===== src/sv/raft_pkg.sv =====
package raft_pkg;

  // Field widths.
  localparam int TERM_W     = 31;
  localparam int ROLE_W     = 2;
  localparam int OPCODE_W   = 2;
  localparam int TALLY_W    = 5;
  localparam int ELAPSED_W  = 11;
  localparam int DRAW_W     = 10;
  localparam int RAW_ID_W   = 8;
  localparam int PEER_W     = 4;
  localparam int PEER_CALC_W = 8;
  localparam int CFG_IDX_W  = 2;
  localparam int CFG_DATA_W = 10;

  // Parameter defaults.
  localparam int DEF_ID_BITS   = 8;
  localparam int DEF_MAX_PEERS = 15;

  // Saturation limits and reset values.
  localparam logic [TERM_W-1:0]    TERM_MAX    = '1;
  localparam logic [ELAPSED_W-1:0] ELAPSED_MAX = '1;
  localparam logic [TALLY_W-1:0]   TALLY_MAX   = '1;
  localparam logic [DRAW_W-1:0]    HB_RESET    = 10'd100;

  // Role codes.
  localparam logic [ROLE_W-1:0] ROLE_FOLLOWER  = 2'd0;
  localparam logic [ROLE_W-1:0] ROLE_CANDIDATE = 2'd1;
  localparam logic [ROLE_W-1:0] ROLE_LEADER    = 2'd2;

  // Opcodes.
  localparam logic [OPCODE_W-1:0] OP_TICK     = 2'd0;
  localparam logic [OPCODE_W-1:0] OP_VOTE_REQ = 2'd1;
  localparam logic [OPCODE_W-1:0] OP_APPEND   = 2'd2;
  localparam logic [OPCODE_W-1:0] OP_REPLY    = 2'd3;

  // Configuration register indexes.
  localparam logic [CFG_IDX_W-1:0] CFG_OWN_ID     = 2'd0;
  localparam logic [CFG_IDX_W-1:0] CFG_PEER_COUNT = 2'd1;
  localparam logic [CFG_IDX_W-1:0] CFG_HB_IVL     = 2'd2;

  // One input word.
  typedef struct packed {
    logic [OPCODE_W-1:0] opcode;
    logic [TERM_W-1:0]   msg_term;
    logic [RAW_ID_W-1:0] sender_id;
    logic [DRAW_W-1:0]   timeout_draw;
    logic                reply_to_vote;
    logic                reply_granted;
  } item_t;

  // One result word.
  typedef struct packed {
    logic              accepted;
    logic [ROLE_W-1:0] role;
    logic [TERM_W-1:0] term_now;
    logic              send_vote_requests;
    logic              send_beats;
  } result_t;

  // Election state apart from the stored vote identifier.
  typedef struct packed {
    logic [ROLE_W-1:0]    role;
    logic [TERM_W-1:0]    term;
    logic                 vote_cast;
    logic [TALLY_W-1:0]   tally;
    logic [ELAPSED_W-1:0] elapsed;
  } elect_state_t;

endpackage


===== src/sv/raft_step.sv =====
module raft_step #(
  parameter int ID_BITS   = raft_pkg::DEF_ID_BITS,
  parameter int MAX_PEERS = raft_pkg::DEF_MAX_PEERS
) (
  input  raft_pkg::elect_state_t            cur_i,
  input  logic [ID_BITS-1:0]                voted_id_i,
  input  raft_pkg::item_t                   item_i,
  input  logic [raft_pkg::RAW_ID_W-1:0]     own_id_i,
  input  logic [raft_pkg::PEER_W-1:0]       peer_count_i,
  input  logic [raft_pkg::DRAW_W-1:0]       hb_ivl_i,
  output raft_pkg::elect_state_t            nxt_o,
  output logic [ID_BITS-1:0]                voted_id_o,
  output raft_pkg::result_t                 res_o
);

  localparam int EW = raft_pkg::ELAPSED_W;
  localparam int PW = raft_pkg::PEER_CALC_W;
  localparam int TW = raft_pkg::TALLY_W;
  localparam int RW = raft_pkg::RAW_ID_W;

  logic [EW-1:0]         elapsed_inc;
  logic [ID_BITS+RW-1:0] sender_ext;
  logic [ID_BITS+RW-1:0] own_ext;
  logic [ID_BITS-1:0]    sender_id;
  logic [ID_BITS-1:0]    own_id;
  logic [PW-1:0]         peers_raw;
  logic [PW-1:0]         peers_used;
  logic [PW-1:0]         quorum_half;
  logic [TW-1:0]         tally_inc;
  logic                  term_higher;
  logic                  term_equal;
  logic                  accepted;
  logic                  req_votes;
  logic                  req_beats;

  // Identifiers are cut or widened to the configured identifier width.
  assign sender_ext = {{ID_BITS{1'b0}}, item_i.sender_id};
  assign own_ext    = {{ID_BITS{1'b0}}, own_id_i};
  assign sender_id  = sender_ext[ID_BITS-1:0];
  assign own_id     = own_ext[ID_BITS-1:0];

  // Peer count clamped to the cluster limit, and half of the cluster size.
  assign peers_raw   = PW'(peer_count_i);
  assign peers_used  = (peers_raw > PW'(MAX_PEERS)) ? PW'(MAX_PEERS) : peers_raw;
  assign quorum_half = (peers_used + PW'(1)) >> 1;

  // Saturating counters.
  assign elapsed_inc = (cur_i.elapsed == raft_pkg::ELAPSED_MAX) ?
                       cur_i.elapsed : cur_i.elapsed + EW'(1);
  assign tally_inc   = (cur_i.tally == raft_pkg::TALLY_MAX) ?
                       cur_i.tally : cur_i.tally + TW'(1);

  assign term_higher = item_i.msg_term > cur_i.term;
  assign term_equal  = item_i.msg_term == cur_i.term;

  // Next state and broadcast requests for one word.
  always_comb begin
    nxt_o      = cur_i;
    voted_id_o = voted_id_i;
    accepted   = 1'b0;
    req_votes  = 1'b0;
    req_beats  = 1'b0;
    unique case (item_i.opcode)
      raft_pkg::OP_TICK: begin
        nxt_o.elapsed = elapsed_inc;
        if (cur_i.role == raft_pkg::ROLE_LEADER) begin
          if (elapsed_inc >= EW'(hb_ivl_i)) begin
            req_beats     = 1'b1;
            nxt_o.elapsed = '0;
          end
        end else if (elapsed_inc >= EW'(item_i.timeout_draw)) begin
          // Start an election: vote for ourselves in the next term.
          nxt_o.role      = raft_pkg::ROLE_CANDIDATE;
          nxt_o.term      = (cur_i.term == raft_pkg::TERM_MAX) ?
                            cur_i.term : cur_i.term + raft_pkg::TERM_W'(1);
          nxt_o.vote_cast = 1'b1;
          voted_id_o      = own_id;
          nxt_o.tally     = TW'(1);
          nxt_o.elapsed   = '0;
          if (peers_used == '0) begin
            nxt_o.role = raft_pkg::ROLE_LEADER;
          end else begin
            req_votes = 1'b1;
          end
        end
      end
      raft_pkg::OP_VOTE_REQ: begin
        if (!(item_i.msg_term < cur_i.term)) begin
          if (term_higher) begin
            nxt_o.term      = item_i.msg_term;
            nxt_o.role      = raft_pkg::ROLE_FOLLOWER;
            nxt_o.vote_cast = 1'b0;
          end
          if (!nxt_o.vote_cast || (voted_id_i == sender_id)) begin
            nxt_o.vote_cast = 1'b1;
            voted_id_o      = sender_id;
            nxt_o.elapsed   = '0;
            accepted        = 1'b1;
          end
        end
      end
      raft_pkg::OP_APPEND: begin
        if (!(item_i.msg_term < cur_i.term)) begin
          if (term_higher) begin
            nxt_o.vote_cast = 1'b0;
          end
          nxt_o.term    = item_i.msg_term;
          nxt_o.role    = raft_pkg::ROLE_FOLLOWER;
          nxt_o.elapsed = '0;
          accepted      = 1'b1;
        end
      end
      raft_pkg::OP_REPLY: begin
        if (term_higher) begin
          nxt_o.term      = item_i.msg_term;
          nxt_o.role      = raft_pkg::ROLE_FOLLOWER;
          nxt_o.vote_cast = 1'b0;
        end else if (item_i.reply_to_vote && item_i.reply_granted && term_equal) begin
          // Count the vote; a majority makes a candidate the leader.
          nxt_o.tally = tally_inc;
          if ((cur_i.role == raft_pkg::ROLE_CANDIDATE) &&
              (PW'(tally_inc) > quorum_half)) begin
            nxt_o.role = raft_pkg::ROLE_LEADER;
            req_beats  = 1'b1;
          end
        end
      end
    endcase
  end

  // Result word.
  always_comb begin
    res_o.accepted           = accepted;
    res_o.role               = nxt_o.role;
    res_o.term_now           = nxt_o.term;
    res_o.send_vote_requests = req_votes;
    res_o.send_beats         = req_beats;
  end

endmodule


===== src/sv/raft_election_state_machine.sv =====
// Single-node Raft leader election. Each input word (tick, vote request,
// append/heartbeat or peer reply) yields exactly one result word carrying the
// grant flag, the role and term after the word, and broadcast requests. The
// block takes one word per cycle while the output side does not stall: a word
// is captured in the input register, and once the output register is free the
// election state is updated and the result is written to the output register.
// The state update of one word feeds the next word directly, which keeps the
// rate at one word per clock while results are taken. Configuration
// registers should be written only while no word is in flight.
module raft_election_state_machine #(
  parameter int ID_BITS   = raft_pkg::DEF_ID_BITS,
  parameter int MAX_PEERS = raft_pkg::DEF_MAX_PEERS
) (
  input  logic                               clk,
  input  logic                               rst_n,
  // Configuration port.
  input  logic                               cfg_we,
  input  logic [raft_pkg::CFG_IDX_W-1:0]     cfg_index,
  input  logic [raft_pkg::CFG_DATA_W-1:0]    cfg_wdata,
  // Input channel.
  input  logic                               in_valid,
  output logic                               in_ready,
  input  logic [raft_pkg::OPCODE_W-1:0]      in_opcode,
  input  logic [raft_pkg::TERM_W-1:0]        in_msg_term,
  input  logic [raft_pkg::RAW_ID_W-1:0]      in_sender_id,
  input  logic [raft_pkg::DRAW_W-1:0]        in_timeout_draw,
  input  logic                               in_reply_to_vote,
  input  logic                               in_reply_granted,
  // Result channel.
  output logic                               out_valid,
  input  logic                               out_ready,
  output logic                               out_accepted,
  output logic [raft_pkg::ROLE_W-1:0]        out_role,
  output logic [raft_pkg::TERM_W-1:0]        out_term_now,
  output logic                               out_send_vote_requests,
  output logic                               out_send_beats
);

  raft_pkg::item_t                   item_r;
  logic                              in_vld_r;
  logic                              in_vld_nxt;
  raft_pkg::result_t                 res_r;
  raft_pkg::result_t                 res_nxt;
  logic                              out_vld_r;
  logic                              out_vld_nxt;
  raft_pkg::elect_state_t            state_r;
  raft_pkg::elect_state_t            state_nxt;
  logic [ID_BITS-1:0]                voted_id_r;
  logic [ID_BITS-1:0]                voted_id_nxt;
  logic [raft_pkg::RAW_ID_W-1:0]     own_id_r;
  logic [raft_pkg::PEER_W-1:0]       peer_count_r;
  logic [raft_pkg::DRAW_W-1:0]       hb_ivl_r;
  logic                              load;
  logic                              advance;

  // Handshake: the held word advances whenever the output register frees up.
  assign advance    = in_vld_r && (!out_vld_r || out_ready);
  assign in_ready   = !in_vld_r || advance;
  assign load       = in_valid && in_ready;
  assign in_vld_nxt = load || (in_vld_r && !advance);
  assign out_vld_nxt = advance || (out_vld_r && !out_ready);

  // Configuration registers.
  always_ff @(posedge clk) begin
    if (!rst_n) begin
      own_id_r     <= '0;
      peer_count_r <= '0;
      hb_ivl_r     <= raft_pkg::HB_RESET;
    end else if (cfg_we) begin
      if (cfg_index == raft_pkg::CFG_OWN_ID) begin
        own_id_r <= cfg_wdata[raft_pkg::RAW_ID_W-1:0];
      end
      if (cfg_index == raft_pkg::CFG_PEER_COUNT) begin
        peer_count_r <= cfg_wdata[raft_pkg::PEER_W-1:0];
      end
      if (cfg_index == raft_pkg::CFG_HB_IVL) begin
        hb_ivl_r <= cfg_wdata;
      end
    end
  end

  // Valid flags.
  always_ff @(posedge clk) begin
    if (!rst_n) begin
      in_vld_r  <= 1'b0;
      out_vld_r <= 1'b0;
    end else begin
      in_vld_r  <= in_vld_nxt;
      out_vld_r <= out_vld_nxt;
    end
  end

  // Input word register.
  always_ff @(posedge clk) begin
    if (load) begin
      item_r.opcode        <= in_opcode;
      item_r.msg_term      <= in_msg_term;
      item_r.sender_id     <= in_sender_id;
      item_r.timeout_draw  <= in_timeout_draw;
      item_r.reply_to_vote <= in_reply_to_vote;
      item_r.reply_granted <= in_reply_granted;
    end
  end

  // Election step logic.
  raft_step #(
    .ID_BITS   (ID_BITS),
    .MAX_PEERS (MAX_PEERS)
  ) u_step (
    .cur_i        (state_r),
    .voted_id_i   (voted_id_r),
    .item_i       (item_r),
    .own_id_i     (own_id_r),
    .peer_count_i (peer_count_r),
    .hb_ivl_i     (hb_ivl_r),
    .nxt_o        (state_nxt),
    .voted_id_o   (voted_id_nxt),
    .res_o        (res_nxt)
  );

  // Election state commits as the word moves to the output register.
  always_ff @(posedge clk) begin
    if (!rst_n) begin
      state_r.role      <= raft_pkg::ROLE_FOLLOWER;
      state_r.term      <= '0;
      state_r.vote_cast <= 1'b0;
      state_r.tally     <= '0;
      state_r.elapsed   <= '0;
      voted_id_r        <= '0;
    end else if (advance) begin
      state_r    <= state_nxt;
      voted_id_r <= voted_id_nxt;
    end
  end

  // Result register.
  always_ff @(posedge clk) begin
    if (advance) begin
      res_r <= res_nxt;
    end
  end

  assign out_valid              = out_vld_r;
  assign out_accepted           = res_r.accepted;
  assign out_role               = res_r.role;
  assign out_term_now           = res_r.term_now;
  assign out_send_vote_requests = res_r.send_vote_requests;
  assign out_send_beats         = res_r.send_beats;

  // A candidate always holds at least its own vote.
  assert property (@(posedge clk) disable iff (!rst_n)
    (state_r.role == raft_pkg::ROLE_CANDIDATE) |-> (state_r.tally != '0))
    else $error("candidate with empty vote tally");

  // The current term never goes backward.
  assert property (@(posedge clk) disable iff (!rst_n)
    $past(rst_n) |-> (state_r.term >= $past(state_r.term)))
    else $error("current term decreased");

  // Vote requests go out only from a candidate.
  assert property (@(posedge clk) disable iff (!rst_n)
    (out_vld_r && res_r.send_vote_requests) |->
      (res_r.role == raft_pkg::ROLE_CANDIDATE && !res_r.send_beats))
    else $error("vote request broadcast outside candidate role");

endmodule


===== config.mk =====
export PLATFORM = sky130hd
export DESIGN_NAME = raft_election_state_machine
export DESIGN_NICKNAME = d
export VERILOG_FILES = /design/src/sv/raft_pkg.sv /design/src/sv/raft_step.sv /design/src/sv/raft_election_state_machine.sv
export SDC_FILE = /design/constraint.sdc
export NUM_CORES = 1
export LEC_CHECK = 0
export BUFFER_PORTS_ARGS = -buffer_cell sky130_fd_sc_hd__buf_2
export CAP_MARGIN = 20
export CORE_ASPECT_RATIO = 1.75
export CORE_UTILIZATION = 55
export CTS_CLUSTER_DIAMETER = 200
export DETAILED_ROUTE_END_ITERATION = 16
export GPL_TIMING_DRIVEN = 0
export PLACE_DENSITY = 0.84
export SYNTH_ARGS = -nofsm -noshare
export SYNTH_HDL_FRONTEND = slang
export SYNTH_SLANG_ARGS = --single-unit
export TNS_END_PERCENT = 1

===== constraint.sdc =====
create_clock -name clk -period 4.6 [get_ports clk]
set_input_delay 0 -clock clk [delete_from_list [all_inputs] [get_ports clk]]
set_output_delay 0 -clock clk [all_outputs]
set_load 0.02 [all_outputs]

==> results by group <==
Run status
  • Status: finished, final reports clean

CTS
  • H-tree Lvls: 4
  • Clock Sinks: 171
  • Num CTS Buffers: 17
  • CTS clk-pin slew, worst paths: 0.07 ns
  • CTS tree: yes
  • Clock buffer depth: 2
  • Clock root cell: clkbuf_16
  • Worst-skew pair later-pin latency: 0.45 ns

Die
  • Core area: 16,500 µm²
  • Die ar.: 17,500 µm²
  • Die Width: 100 µm
  • Height of the die: 174 µm
  • Initial core utilization: 56.5%
  • Io pins: 108
  • Row count: 62

Synth
  • Top-count cell post-synth: nand2_1
  • Post-Syn Area: 9330 µm²
  • Asr flop ratio synth: 0%
  • List of most frequent post-synthesis cells: nand2_1 (99), edfxtp_1 (89), a21oi_1 (84)
  • Mapped Cells: 974
  • Yosys synthesis warning count: 0
  • Synth unique cells: 78
  • Prevailing post-synth register cell: edfxtp_1
  • Synth top area cells: edfxtp_1 (29%), dfxtp_1 (18%), ha_1 (8.6%)
  • Syn nets: 1,108
  • Post-synth top area share: 28.6%
  • Synthesized area per cell: 9.58 µm²
  • Post-synth EDFFs: 89
  • Seq/Total Area, Yosys: 46.2%
  • Flops & latches, synth: 171
  • Largest area contributor in the netlist: edfxtp_1

Placement
  • I/O Buffers: 107
  • Placed Area: 10,200 µm²
  • Gp weighted congestion: 1.01
  • Post-DP HPWL: 19.8 mm

Timing
  • Clock skew: 0.0108 ns
  • Peak Freq: 224 MHz
  • Crit path time final: 4.47 ns
  • Fin Hold WS: 0.0427 ns
  • RSZ-0062 raised after global routing: false
  • Final Hold Fails: 0
  • Max-Slew Margin vs Limit: 23.1%
  • Worst-Margin Slew: 1.15 ns
  • Slew Limit Fails: 0
  • Setup-violating endpoint count in the final report: 0
  • Setup TNS: 0 ns
  • Period utilization: 97.1%

Setup path
  • Crit path launch type: flip-flop
  • R2r endpoint: out_term_now[29]
  • Crit-path max FO: 6
  • R2r setup slk: 0.13 ns
  • Worst r2r src: state_r[0]
  • Worst path arrival time: 4.65 ns
  • Critical path type: flip-flop to flip-flop
  • Req. time, crit path: 4.78 ns
  • Crit end category: flip-flop
  • Crit path launch: state_r[0]
  • Path depth of the worst reg2reg path: 15

Global routing
  • Initial antenna violation count: 0
  • Pin count of the biggest net entering global routing: 35
  • Number of global-route vias before repair: 8,764
  • GRT Util Overall: 33.4%
  • Global route overflow: 0
  • Global-route wire length before repair: 43.5 mm

Detailed routing
  • Final WL: 28.4 mm
  • Initial DRT Pass Iterations: 7
  • Vias after detailed routing: 8,645
  • Vias per inst: 6.15
  • Wire per inst: 20.2 µm
  • Initial DRC count: 526
  • DRC Markers: 0
  • Antenna Nets Post-Route: 0

Power and ir drop
  • PwrDens: 323 nW/µm²
  • Peak VDD IR: 0.000330 V
  • LEAKAGE: 4.53 nW

Final layout
  • Fin util: 69.6%
  • Antenna diodes: 0
  • Fillcell total: 1,238
  • Layout area overhead: 23.3%
  • Layout net count: 1,303
  • Ratio of cells with drive above 1 in the final layout: 15.4%
  • Design Area, Final: 11,500 µm²

Worst hold path
  • Worst Hold Path Cells: 4
  • HP Start: cfg_we
  • Hold Path End: hb_ivl_r[0]
  • Worst min path class: primary input to flip-flop

Job
  • Max_cap viols: 0
## metrics by stage
| stage | cells | power [mW] | worst slack [ns] |
|---|---|---|---|
| finish | 1406 | 3.72 | 0.133 |
| global route | 1406 | 3.83 | 0.0396 |
| CTS | 1405 | 3.71 | 0.112 |
| detailed placement | 1307 | 2.20 | 0.124 |
| global placement | 1305 | 2.19 | 0.223 |
| floorplan | 974 | 2.03 | 0.808 |
## layer usage
metal | up-vias | global-route usage, % | share of wire (%)
met5 | - | 0 | 0
met4 | 0 | 28.3 | 8.5
li1 | 4018 | - | -
met2 | 421 | 58.9 | 52
met3 | 169 | 9.21 | 7.0
met1 | 4037 | 31.0 | 33
## logic make-up after synthesis
group	count (synthesis)	synth area share, %
AO/OA/AOI/OAI	261	18.6
adder cells (fa/ha/maj)	64	8.58
XOR/XNOR	22	2.06
AND/OR/NAND/NOR	329	17.5
multiplexers	25	2.73
flip-flops	171	46.2
buffers and inverters	102	4.24
## where the power goes
part / internal [mW] / switching [mW] / leakage, nW
combinational: 0.194 / 0.304 / 2.70
clock: 0.863 / 0.625 / 0.307
sequential: 1.68 / 0.0494 / 1.53
## cell usage in the layout (no fill, tap or decap), types with 11 or more instances in the layout
| cell | netlist | routed |
|---|---|---|
| buf_2 | 7 | 114 |
| nand2_1 | 99 | 99 |
| edfxtp_1 | 89 | 89 |
| a21oi_1 | 84 | 84 |
| dfxtp_1 | 82 | 82 |
| dlygate4sd3_1 | 0 | 66 |
| ha_1 | 64 | 64 |
| inv_1 | 60 | 60 |
| nand3_1 | 59 | 58 |
| nor2_1 | 57 | 56 |
| o21ai_0 | 40 | 39 |
| clkbuf_1 | 28 | 28 |
| nor3_1 | 25 | 24 |
| mux2i_1 | 21 | 21 |
| clkbuf_16 | 0 | 20 |
| nand4_1 | 19 | 19 |
| o31ai_1 | 15 | 15 |
| a21o_1 | 13 | 13 |
| and3_1 | 13 | 13 |
| o211ai_1 | 13 | 13 |
| xor2_1 | 13 | 13 |
| and2_1 | 12 | 11 |
## what timing repair did
item                                   4_1_cts  5_1_grt
buffers inserted                             0        1
endpoints found under the hold margin       77        0
setup endpoints to repair                    0       17
resized for setup                            0        6
hold buffers                                66        0
## worst max-delay path by stage
stage | endpoint | slack, ns | cells past startpoint
after detailed placement | out_term_now[20] | 0.12 | 17
after global routing | out_term_now[20] | 0.04 | 16
after global placement | out_term_now[20] | 0.22 | 17
final | out_term_now[29] | 0.13 | 15
after CTS | out_term_now[20] | 0.11 | 17
after floorplan | out_term_now[29] | 0.81 | 15
## critical path, stage by stage (launching register included)
cell and delay, ns:
dfxtp_1 0.42, ha_1 0.22, and4_2 0.29, nand4_1 0.28
nand4_1 0.32, nor2_2 0.09, xor2_1 0.18, ha_1 0.31
nand2_1 0.07, o21ai_0 0.27, o21bai_1 0.28, a21o_2 0.25
nand4_2 0.12, or4_4 0.55, a21o_1 0.20, a221o_1 0.35
## final cells by class
type                    count  area (µm²)  share of cell area (%)
repair buffers            176        1240                    10.8
clock inverters            10        98.8                   0.859
well taps                 224         280                    2.44
inverters                  62         233                    2.02
clock buffers              22         518                    4.50
plain buffers              40         164                    1.42
multi-input cells         701        4650                    40.4
flip-flops and latches    171        4310                    37.5
## state kept, by name (all words and copies together) (netlist names)
name,flops
item_r,53
out_send_beats,1
out_term_now,31
state_r,50
peer_count_r,4
own_id_r,8
out_role,2
voted_id_r,8
out_accepted,1
out_send_vote_requests,1
hb_ivl_r,10
out_valid,1
in_vld_r,1
No activity file was read; power rests on OpenSTA's default activity.
